<file path="src/sv/prefixed_float_literal_recognizer_assert.svh">
`ifndef PREFIXED_FLOAT_LITERAL_RECOGNIZER_ASSERT_SVH
`define PREFIXED_FLOAT_LITERAL_RECOGNIZER_ASSERT_SVH

// Same-cycle implication, checked on clk, off while rst is high.
`define PFLR_ASSERT_NOW(label, ante, cons) \
  label: assert property (@(posedge clk) disable iff (rst) (ante) |-> (cons)) \
    else $error("pflr assertion failed");

// Next-cycle implication, checked on clk, off while rst is high.
`define PFLR_ASSERT_NEXT(label, ante, cons) \
  label: assert property (@(posedge clk) disable iff (rst) (ante) |=> (cons)) \
    else $error("pflr assertion failed");

`endif

</file>
<file path="src/sv/pflr_pkg.sv">
`timescale 1ns / 1ps

package pflr_pkg;

  localparam logic [15:0] CH_UPPER_D = 16'h0044;
  localparam logic [15:0] CH_LOWER_D = 16'h0064;
  localparam logic [15:0] CH_UPPER_S = 16'h0053;
  localparam logic [15:0] CH_LOWER_E = 16'h0065;
  localparam logic [15:0] CH_UPPER_E = 16'h0045;
  localparam logic [15:0] CH_DOT     = 16'h002E;
  localparam logic [15:0] CH_PLUS    = 16'h002B;
  localparam logic [15:0] CH_MINUS   = 16'h002D;
  localparam logic [15:0] CH_NUL     = 16'h0000;
  localparam logic [15:0] CH_N       = 16'h004E;
  localparam logic [15:0] CH_A       = 16'h0041;
  localparam logic [15:0] CH_I       = 16'h0049;
  localparam logic [15:0] CH_F       = 16'h0046;
  localparam logic [15:0] CH_T       = 16'h0054;
  localparam logic [15:0] CH_Y       = 16'h0059;

  localparam logic [1:0] UNITS_NONE  = 2'd0;
  localparam logic [1:0] UNITS_FIRST = 2'd1;
  localparam logic [1:0] UNITS_MORE  = 2'd2;

  typedef enum logic [3:0] {
    NP_LEAD    = 4'd0,
    NP_SIGN    = 4'd1,
    NP_INT     = 4'd2,
    NP_FRAC    = 4'd3,
    NP_EXP     = 4'd4,
    NP_EXPSIGN = 4'd5,
    NP_EXPDIG  = 4'd6,
    NP_TRAIL   = 4'd7,
    NP_NULS    = 4'd8,
    NP_DEAD    = 4'd9
  } number_phase_t;

  typedef enum logic [3:0] {
    SP_LEAD     = 4'd0,
    SP_SIGNED   = 4'd1,
    SP_N        = 4'd2,
    SP_NA       = 4'd3,
    SP_NAN      = 4'd4,
    SP_I        = 4'd5,
    SP_IN       = 4'd6,
    SP_INF      = 4'd7,
    SP_INFI     = 4'd8,
    SP_INFIN    = 4'd9,
    SP_INFINI   = 4'd10,
    SP_INFINIT  = 4'd11,
    SP_INFINITY = 4'd12,
    SP_DEAD     = 4'd14
  } special_phase_t;

  typedef struct packed {
    logic [1:0]     units_seen;
    logic           prefix_valid;
    number_phase_t  number_phase;
    logic           any_digit;
    special_phase_t special_phase;
  } scan_state_t;

  localparam scan_state_t STATE_RESET = '{
    units_seen:    UNITS_NONE,
    prefix_valid:  1'b0,
    number_phase:  NP_LEAD,
    any_digit:     1'b0,
    special_phase: SP_LEAD
  };

endpackage

</file>
<file path="src/sv/pflr_step.sv">
`timescale 1ns / 1ps

module pflr_step (
  input  pflr_pkg::scan_state_t st,
  input  logic [15:0]           code_unit,
  output pflr_pkg::scan_state_t st_next,
  output logic                  ok
);

  function automatic logic ascii_ws(input logic [15:0] c);
    return (c == 16'h0020) || (c >= 16'h0009 && c <= 16'h000D);
  endfunction

  function automatic logic unicode_ws(input logic [15:0] c);
    return ascii_ws(c) || c == 16'h0085 || c == 16'h00A0 || c == 16'h1680 ||
           (c >= 16'h2000 && c <= 16'h200A) || c == 16'h2028 || c == 16'h2029 ||
           c == 16'h202F || c == 16'h205F || c == 16'h3000;
  endfunction

  logic                     dig;
  logic                     sgn;
  logic                     ex;
  logic                     dot;
  logic                     nul;
  logic                     aws;
  logic                     uws;
  logic [15:0]              up;
  pflr_pkg::number_phase_t  np_next;
  logic                     ad_next;
  pflr_pkg::special_phase_t sp_next;
  logic                     num_ok;

  assign dig = code_unit >= 16'h0030 && code_unit <= 16'h0039;
  assign sgn = code_unit == pflr_pkg::CH_PLUS || code_unit == pflr_pkg::CH_MINUS;
  assign ex  = code_unit == pflr_pkg::CH_LOWER_E || code_unit == pflr_pkg::CH_UPPER_E;
  assign dot = code_unit == pflr_pkg::CH_DOT;
  assign nul = code_unit == pflr_pkg::CH_NUL;
  assign aws = ascii_ws(code_unit);
  assign uws = unicode_ws(code_unit);
  assign up  = (code_unit >= 16'h0061 && code_unit <= 16'h007A) ?
               code_unit - 16'h0020 : code_unit;

  always_comb begin
    np_next = pflr_pkg::NP_DEAD;
    ad_next = st.any_digit;
    unique case (st.number_phase)
      pflr_pkg::NP_LEAD: begin
        priority if (aws) np_next = pflr_pkg::NP_LEAD;
        else if (sgn) np_next = pflr_pkg::NP_SIGN;
        else if (dig) begin
          np_next = pflr_pkg::NP_INT;
          ad_next = 1'b1;
        end else if (dot) np_next = pflr_pkg::NP_FRAC;
        else np_next = pflr_pkg::NP_DEAD;
      end
      pflr_pkg::NP_SIGN: begin
        priority if (dig) begin
          np_next = pflr_pkg::NP_INT;
          ad_next = 1'b1;
        end else if (dot) np_next = pflr_pkg::NP_FRAC;
        else np_next = pflr_pkg::NP_DEAD;
      end
      pflr_pkg::NP_INT, pflr_pkg::NP_FRAC: begin
        priority if (dig) begin
          np_next = st.number_phase;
          ad_next = 1'b1;
        end else if (st.number_phase == pflr_pkg::NP_INT && dot) begin
          np_next = pflr_pkg::NP_FRAC;
        end else if (!st.any_digit) np_next = pflr_pkg::NP_DEAD;
        else if (ex) np_next = pflr_pkg::NP_EXP;
        else if (aws) np_next = pflr_pkg::NP_TRAIL;
        else if (nul) np_next = pflr_pkg::NP_NULS;
        else np_next = pflr_pkg::NP_DEAD;
      end
      pflr_pkg::NP_EXP: begin
        priority if (sgn) np_next = pflr_pkg::NP_EXPSIGN;
        else if (dig) np_next = pflr_pkg::NP_EXPDIG;
        else np_next = pflr_pkg::NP_DEAD;
      end
      pflr_pkg::NP_EXPSIGN: begin
        if (dig) np_next = pflr_pkg::NP_EXPDIG;
      end
      pflr_pkg::NP_EXPDIG: begin
        priority if (dig) np_next = pflr_pkg::NP_EXPDIG;
        else if (aws) np_next = pflr_pkg::NP_TRAIL;
        else if (nul) np_next = pflr_pkg::NP_NULS;
        else np_next = pflr_pkg::NP_DEAD;
      end
      pflr_pkg::NP_TRAIL: begin
        priority if (aws) np_next = pflr_pkg::NP_TRAIL;
        else if (nul) np_next = pflr_pkg::NP_NULS;
        else np_next = pflr_pkg::NP_DEAD;
      end
      pflr_pkg::NP_NULS: begin
        if (nul) np_next = pflr_pkg::NP_NULS;
      end
      default: np_next = pflr_pkg::NP_DEAD;
    endcase
  end

  always_comb begin
    sp_next = pflr_pkg::SP_DEAD;
    unique case (st.special_phase)
      pflr_pkg::SP_LEAD, pflr_pkg::SP_SIGNED: begin
        priority if (st.special_phase == pflr_pkg::SP_LEAD && uws) begin
          sp_next = pflr_pkg::SP_LEAD;
        end else if (st.special_phase == pflr_pkg::SP_LEAD && sgn) begin
          sp_next = pflr_pkg::SP_SIGNED;
        end else if (up == pflr_pkg::CH_N) sp_next = pflr_pkg::SP_N;
        else if (up == pflr_pkg::CH_I) sp_next = pflr_pkg::SP_I;
        else sp_next = pflr_pkg::SP_DEAD;
      end
      pflr_pkg::SP_N:       if (up == pflr_pkg::CH_A) sp_next = pflr_pkg::SP_NA;
      pflr_pkg::SP_NA:      if (up == pflr_pkg::CH_N) sp_next = pflr_pkg::SP_NAN;
      pflr_pkg::SP_I:       if (up == pflr_pkg::CH_N) sp_next = pflr_pkg::SP_IN;
      pflr_pkg::SP_IN:      if (up == pflr_pkg::CH_F) sp_next = pflr_pkg::SP_INF;
      pflr_pkg::SP_INF:     if (up == pflr_pkg::CH_I) sp_next = pflr_pkg::SP_INFI;
      pflr_pkg::SP_INFI:    if (up == pflr_pkg::CH_N) sp_next = pflr_pkg::SP_INFIN;
      pflr_pkg::SP_INFIN:   if (up == pflr_pkg::CH_I) sp_next = pflr_pkg::SP_INFINI;
      pflr_pkg::SP_INFINI:  if (up == pflr_pkg::CH_T) sp_next = pflr_pkg::SP_INFINIT;
      pflr_pkg::SP_INFINIT: if (up == pflr_pkg::CH_Y) sp_next = pflr_pkg::SP_INFINITY;
      pflr_pkg::SP_NAN, pflr_pkg::SP_INFINITY: begin
        if (uws) sp_next = st.special_phase;
      end
      default: sp_next = pflr_pkg::SP_DEAD;
    endcase
  end

  always_comb begin
    st_next = st;
    if (st.units_seen == pflr_pkg::UNITS_NONE) begin
      st_next.prefix_valid = code_unit == pflr_pkg::CH_UPPER_D ||
                             code_unit == pflr_pkg::CH_LOWER_D ||
                             code_unit == pflr_pkg::CH_UPPER_S;
      st_next.units_seen   = pflr_pkg::UNITS_FIRST;
    end else begin
      st_next.number_phase  = np_next;
      st_next.any_digit     = ad_next;
      st_next.special_phase = sp_next;
      st_next.units_seen    = pflr_pkg::UNITS_MORE;
    end
  end

  assign num_ok = st_next.any_digit &&
                  (st_next.number_phase == pflr_pkg::NP_INT ||
                   st_next.number_phase == pflr_pkg::NP_FRAC ||
                   st_next.number_phase == pflr_pkg::NP_EXPDIG ||
                   st_next.number_phase == pflr_pkg::NP_TRAIL ||
                   st_next.number_phase == pflr_pkg::NP_NULS);

  assign ok = st_next.prefix_valid && st_next.units_seen == pflr_pkg::UNITS_MORE &&
              (num_ok || st_next.special_phase == pflr_pkg::SP_NAN ||
               st_next.special_phase == pflr_pkg::SP_INFINITY);

endmodule

</file>
<file path="src/sv/prefixed_float_literal_recognizer.sv">
// Prefixed float literal recognizer.
// Input channel: in_valid / in_ready carry one UTF-16 code unit per beat in
// code_unit, with last high on the final unit of a string. The first unit is
// the prefix (D, d or S); the rest must be a decimal float literal or an optionally
// signed NAN / INFINITY with surrounding whitespace.
// Output channel: out_valid / out_ready carry one beat per string, accepted.
// Unmarked units produce no beat.
// Throughput: one unit per cycle, except during the stall below; the per-unit scan is a single
// stage of small FSM logic between the input register and the scan state.
// Result: the result of a string is loaded into the output register when its
// last unit leaves the input register and the output register is free.
// Stall: while a result waits in the output register, units that are not the
// end of a string still advance; a second last unit holds in the input
// register and in_ready drops until out_ready takes the pending beat.
// Reset: rst (synchronous) empties both registers and returns the scan state
// to the start of a string. After each result the scan state restarts too.
`timescale 1ns / 1ps
`include "prefixed_float_literal_recognizer_assert.svh"

module prefixed_float_literal_recognizer (
  input  logic        clk,
  input  logic        rst,
  input  logic        in_valid,
  output logic        in_ready,
  input  logic [15:0] code_unit,
  input  logic        last,
  output logic        out_valid,
  input  logic        out_ready,
  output logic        accepted
);

  logic                  s0_valid;
  logic [15:0]           s0_code;
  logic                  s0_last;
  logic                  s0_adv;
  pflr_pkg::scan_state_t st;
  pflr_pkg::scan_state_t st_next;
  logic                  ok;

  assign s0_adv   = s0_valid && (!s0_last || !out_valid || out_ready);
  assign in_ready = !s0_valid || s0_adv;

  pflr_step u_step (
    .st        (st),
    .code_unit (s0_code),
    .st_next   (st_next),
    .ok        (ok)
  );

  always_ff @(posedge clk) begin
    if (rst) begin
      s0_valid  <= 1'b0;
      out_valid <= 1'b0;
      st        <= pflr_pkg::STATE_RESET;
    end else begin
      if (in_ready) s0_valid <= in_valid;
      if (s0_adv) st <= s0_last ? pflr_pkg::STATE_RESET : st_next;
      if (s0_adv && s0_last) out_valid <= 1'b1;
      else if (out_ready) out_valid <= 1'b0;
    end
  end

  always_ff @(posedge clk) begin
    if (in_valid && in_ready) begin
      s0_code <= code_unit;
      s0_last <= last;
    end
    if (s0_adv && s0_last) accepted <= ok;
  end

  `PFLR_ASSERT_NEXT(a_restart, s0_adv && s0_last, st.units_seen == pflr_pkg::UNITS_NONE)
  `PFLR_ASSERT_NOW(a_stall_cause, !in_ready, s0_valid && s0_last && out_valid && !out_ready)
  `PFLR_ASSERT_NOW(a_units_range, 1'b1, st.units_seen != 2'd3)
  `PFLR_ASSERT_NEXT(a_single_unit,
                    s0_adv && s0_last && st.units_seen == pflr_pkg::UNITS_NONE,
                    out_valid && !accepted)

endmodule
</file>
<file path="config.mk">
export PLATFORM = sky130hd
export DESIGN_NAME = prefixed_float_literal_recognizer
export DESIGN_NICKNAME = d
export VERILOG_FILES = /design/src/sv/pflr_pkg.sv /design/src/sv/pflr_step.sv /design/src/sv/prefixed_float_literal_recognizer.sv
export VERILOG_INCLUDE_DIRS = /design/src /design/src/sv
export SDC_FILE = /design/constraint.sdc
export NUM_CORES = 1
export LEC_CHECK = 0
export ABC_CLOCK_PERIOD_IN_PS = 5000
export BUFFER_PORTS_ARGS = -buffer_cell sky130_fd_sc_hd__buf_2
export CAP_MARGIN = 30
export CORE_ASPECT_RATIO = 0.75
export CORE_MARGIN = 3
export CORE_UTILIZATION = 45
export CTS_BUF_LIST = sky130_fd_sc_hd__clkbuf_4
export CTS_CLUSTER_DIAMETER = 60
export DETAILED_ROUTE_END_ITERATION = 6
export SYNTH_ARGS = -nofsm -noshare
export SYNTH_HDL_FRONTEND = slang
export SYNTH_SLANG_ARGS = --single-unit
</file>
<file path="constraint.sdc">
create_clock -name clk -period 5 [get_ports clk]
set_input_delay 1 -clock clk [delete_from_list [all_inputs] [get_ports clk]]
set_output_delay 1 -clock clk [all_outputs]
set_load 0.01 [all_outputs]
</file>
After elaboration in Yosys (flattened, before gate mapping) --
Cells that the tools add are included. Widths: inputs -> output; s select.
Word-level totals: RAM bits 0, word-level logic and storage cells 158, memories 0, output and inout port bits 3, input bits 21, latch bits 0, register bits after elaboration 32, ROM bits 0
Cells by class: eq/ne operators 51, $lt $le $gt $ge 8, shift-type cells 0, $mul 0, bitwise gates (word level) 0, $add $sub $neg 1, multiplexer cells 40, div/mod/pow operators 0, reduce and logical (&&, ||, !) cells 48
Operators with widths (number):
- $eq 16x7->1 const B | 11
- $mux 4 | 21
- $eq 16x14->1 const B | 5
- $eq 16x6->1 const B | 4
- $eq 4x3->1 const B | 11
- $pmux 4 s11 | 1
- $eq 16x8->1 const B | 2
- $eq 4x4->1 const B | 8
- $pmux 4 s8 | 1
- $eq 4x2->1 const B | 6
- $logic_or 1x1->1 | 23
- $eq 16x13->1 const B | 1
- $ge 16x14->1 const B | 1
- $ge 16x4->1 const B | 1
- $ge 16x6->1 const B | 1
- $ge 16x7->1 const B | 1
- $le 16x14->1 const B | 1
- $le 16x4->1 const B | 1
- $le 16x6->1 const B | 1
- $le 16x7->1 const B | 1
- $logic_not 16->1 | 1
- $mux 16 | 1
- $sub 16x6->16 const B | 1
- $logic_and 1x1->1 | 13
- 14 further kinds | 30

Depth between registers and ports, before layout --
word-level depth 25, depth in mapped cells 11, gate-level depth less buffers 10

By module --
A second synthesis with hierarchy kept.
Unflattened totals: cell total of the unflattened synthesis 299, area, all modules 2557.5 sq um
Modules (own cells, without submodules):
- pflr_step | times used 1, sequential area each 0.0 sq um, area an instance 1535.2 sq um, cells an instance 241
- prefixed_float_literal_recognizer | times used 1, sequential area each 820.8 sq um, area an instance 1022.2 sq um, cells an instance 58

Worst setup path after synthesis --
Ideal clock, no wire load.
path kind register to register, from reg s0_code[5], to reg accepted (data pin), path buffers 1, data required time 4.743 ns, period minus slack after synthesis 2.798 ns, cell stages (with the launch flop) 12, slack 2.202 ns, data arrival time 2.542 ns, setup time 0.257 ns, cells stage by stage edfxtp_1 -> buf_2 -> inv_1 -> ha_1 -> o31ai_1 -> nand3b_1 -> or3_1 -> o31a_1 -> nor3_1 -> nand3_1 -> and3b_1 -> a32o_1
On the way: longest elaborated chain between the ends 20, elaborated cells between the ends (all ways) 106, classes of those cells 1 x add/sub; 8 x order compare; 30 x eq/ne; 36 x mux; 31 x reduce/logical
Ends and longest elaborated chain:
- start: declaration | line prefixed_float_literal_recognizer.sv:33 | logic [15:0] s0_code;
- start signal: assignment | line prefixed_float_literal_recognizer.sv:65 | s0_code <= code_unit;
- branches (longest 19 deep; another with $ge 16x7->1)
- $logic_and 1x1->1 * | line pflr_step.sv:151 | assign ok = st_next.prefix_valid && st_next.units_seen == pflr_pkg::UNITS_MORE &&
- via ok | line prefixed_float_literal_recognizer.sv:38 | logic ok;
- end signal: assignment | line prefixed_float_literal_recognizer.sv:68 | if (s0_adv && s0_last) accepted <= ok;
- end: declaration | line prefixed_float_literal_recognizer.sv:29 | output logic accepted
Mark *: on every way through the listed nets, which the timed path passes. A chain may end at the register's enable or synchronous reset.

Final worst setup path --
Ends and elaborated chain as after synthesis.

==> summary.md <==
| Metric | Value |
|---|---|
| Status | `finished, final reports clean` |
| Post-CTS resize count | `0` |
| First-pass GRT wire length | `about 11000 um` |
| Share of layout cells above drive strength 1 | `0.1753` |
| N_diodes | `0` |
| Slew Limit Fails | `0` |
| Synth Area in Simple Gates | `0.3535` |
| Complex-gate fraction of the synthesized area | `0.2346` |
| CP max FO | `12` |
| Hold Violations, Final | `0` |
| Largest net degree at the start of global routing | `23` |
| Max_cap viols | `0` |
| GRT Overall Usage | `0.2026` |
| Fraction of synthesized area in multiplexers | `0.004063` |
| CP peak stage delay | `0.61 ns` |
| Worst-path clk slew | `0.11 ns` |
| Synthesized Nets | `322` |
| Worst slew margin | `0.4900` |
| TritonCTS Buffers | `5` |
| WL/cell | `16.40 um` |
| Cells after synthesis | `slightly below 300` |
| Post-synth ARST share | `0` |
| DRT antenna net count | `0` |
| WL final | `6231 um` |
| CTS root buf | `clkbuf_4` |
| CTS Buffer Depth | `2` |
| Die height | `around 70 um` |
| IO Count | `24` |
| Vias in the first global route | `2151` |
| Fraction of synthesized cell area in xor and xnor cells | `0.003555` |
| Routed via count | `2412` |
| CP Cell Sequence | `inv_1, ha_1, o31ai_1, o21ai_2, nor4_1, a21oi_1, o221ai_1, o21ai_0, and3b_1, a32o_1` |
| CP Capture Type | `flop` |
| H-tree depth | `2` |
| Sink Count | `32` |
| DIE AREA | `6408 um^2` |
| Ys flop type | `edfxtp_1` |
| TritonCTS clock tree | `done` |
| Hold Buf Count CTS | `0` |
| HPWL Detailed | `4640 um` |
| Area Growth Syn to Fin | `8.075%` |
| Peak VDD IR | `0.1385 mV` |
| IO buf count | `23` |
| Power density cells | `214.5 nW/um^2` |
| Cell variety after synth | `69` |
| CP arrival | `3.47 ns` |
| RSZ-0062 raised after global routing | `false` |
| Critical Path RT | `5.11 ns` |
| Commonest non-fill, non-tap cell in the layout | `nor2_1` |
| Final min period | `between 3 and 4 ns` |
| Initial antenna violation count | `0` |
| Clk Latency, worst-skew pair | `0.34 ns` |
| Area of the mapped netlist | `2464 um^2` |
| Clock Skew | `a little under 0.009 ns` |
| Via-per-instance ratio | `6.347` |
| CP Launch Type | `flop` |
| #FFs+latches synth | `32` |
| Core area | `between 5000 and 6000 um^2` |
| Drt pass-1 iters | `5` |
| Setup Fix Bufs, Post-CTS | `0` |
| # fillers | `505` |
| Pwr Total | `0.5712 mW` |
| # setup viols final | `0` |
| Post-synth EDFFs | `18` |
| Most frequent cells in the layout | `nor2_1 (33), nand2_1 (25), buf_2 (23), a21oi_1 (20), edfxtp_1 (18)` |
| P_leak | `0.8892 nW` |
| Final core occ | `0.5229` |
| Initial Utilization | `0.4838` |
| Worst Tran Pin Value | `0.7580 ns` |
| Die X | `just over 90 um` |
| Synth Area in Adders | `0.01524` |
| # placed instances | `372` |
| Cell Rows | `22` |
| WS Path Type | `reg2reg` |
| Routability Congestion | `slightly below 1` |
| Setup slack after layout | `approximately 1.6 ns` |
| DRT iter0 DRCs | `169` |
| Slowest CP cell | `nor4_1` |
| Register area share after synthesis | `0.3332` |
| Final net count | `around 330` |
| Avg Cell Area, Syn | `8.267 um^2` |
| Synth Warn # | `0` |
| Main combinational cell family by area after synthesis | `simple AND/OR/NAND/NOR gates` |
| Class of the worst hold path | `reg2reg` |
| Crit share post-route | `0.6733` |
| Setup TNS | `0 ns` |
| Number of remaining DRC errors | `0` |
| FMAX | `slightly below 300 MHz` |
| Remaining global-route overflow | `0` |
| DP Worst Slack | `1.702 ns` |
| Finished Layout Cells | `between 300 and 400` |
## cell type report
cell class | count | area [um^2] | share of cell area
well taps | 72 | 90.09 | 0.03383
clock buffers | 6 | 45.04 | 0.01692
multi-input cells | 235 | 1511 | 0.5677
flip-flops and latches | 32 | 820.8 | 0.3083
clock inverters | 2 | 35.03 | 0.01316
inverters | 9 | 33.78 | 0.01269
repair buffers | 24 | 126.4 | 0.04746
## synthesized netlist by cell type (3+ instances only)
cell       instances  area share
nor2_1            33       0.050
and4b_1            4       0.016
nand2b_1           5       0.013
buf_2              5       0.010
edfxtp_1          18        0.22
and2_1             3      0.0076
o22ai_1            5       0.013
nor4_2             3       0.015
nand3_1            9       0.018
o211ai_1           4       0.012
dfxtp_1           14        0.11
or2_2              5       0.013
nand2_1           25       0.038
nor3b_1            3      0.0091
nand4_1            6       0.015
o2111ai_1          3       0.011
clkbuf_1          14       0.021
inv_1              9       0.014
nor4_1             7       0.018
nor3_1            13       0.026
o221ai_1           3       0.011
a22oi_1            3      0.0091
a21oi_1           20       0.041
o31ai_1            4       0.012
o21ai_0           12       0.024
nand3b_1           8       0.024
and3_1             3      0.0076
a211o_1            3       0.011
or3_1              4       0.010
ha_1               3       0.015
## kinds of logic (layout without fill, tap and decap cells)
group	count (synthesis)	in the layout
adder cells (fa/ha/maj)	3	3
XOR/XNOR	1	1
buffers and inverters	31	41
flip-flops	32	32
AO/OA/AOI/OAI	81	81
multiplexers	1	1
AND/OR/NAND/NOR	149	149
## worst max-delay path, delay by kind of cell, from the launching register on
| kind | cells | cell delay, ns |
|---|---|---|
| AND/OR/NAND/NOR | 2 | 0.84 |
| adder cells (fa/ha/maj) | 1 | 0.32 |
| AO/OA/AOI/OAI | 6 | 1.27 |
| flip-flops | 1 | 0.60 |
| buffers and inverters | 1 | 0.12 |
## through the flow
stage          hold slack (ns)  cell area, um^2
2_1_floorplan           0.4517             2464
3_3_place_gp            0.4685             2571
5_1_grt                 0.4960             2663
4_1_cts                 0.4811             2663
3_5_place_dp            0.4668             2582
6_report                0.4843             2663
## registers in the layout, indices dropped and copies added, names as in the netlist
| name | flops |
|---|---|
| st | 12 |
| s0_valid | 1 |
| accepted | 1 |
| out_valid | 1 |
| s0_last | 1 |
| s0_code | 16 |
## metal layers
metal	global-route usage	wire length (um)	up-vias
met5	0	0	-
met4	0.05518	70	0
met3	0.03660	409	8
met2	0.2753	2536	90
met1	0.3203	3215	1153
li1	-	-	1161
## report_power, final
part | total (mW) | switching (mW) | internal [mW]
registers | 0.310 | 0.0206 | 0.289
logic | 0.0601 | 0.0337 | 0.0265
clock network | 0.201 | 0.0911 | 0.110
total | 0.571 | 0.145 | 0.426
## path summary, 6_finish.rpt
check | startpoint | to | slack [ns] | cells past startpoint
hold reg to reg | st[10] | st[10] | 0.48 | 2
setup reg to reg | s0_code[5] | accepted | 1.63 | 10
hold / removal | st[10] | st[10] | 0.48 | 2
setup / recovery | s0_code[5] | accepted | 1.63 | 10
Power figures use the tool's default switching activity.
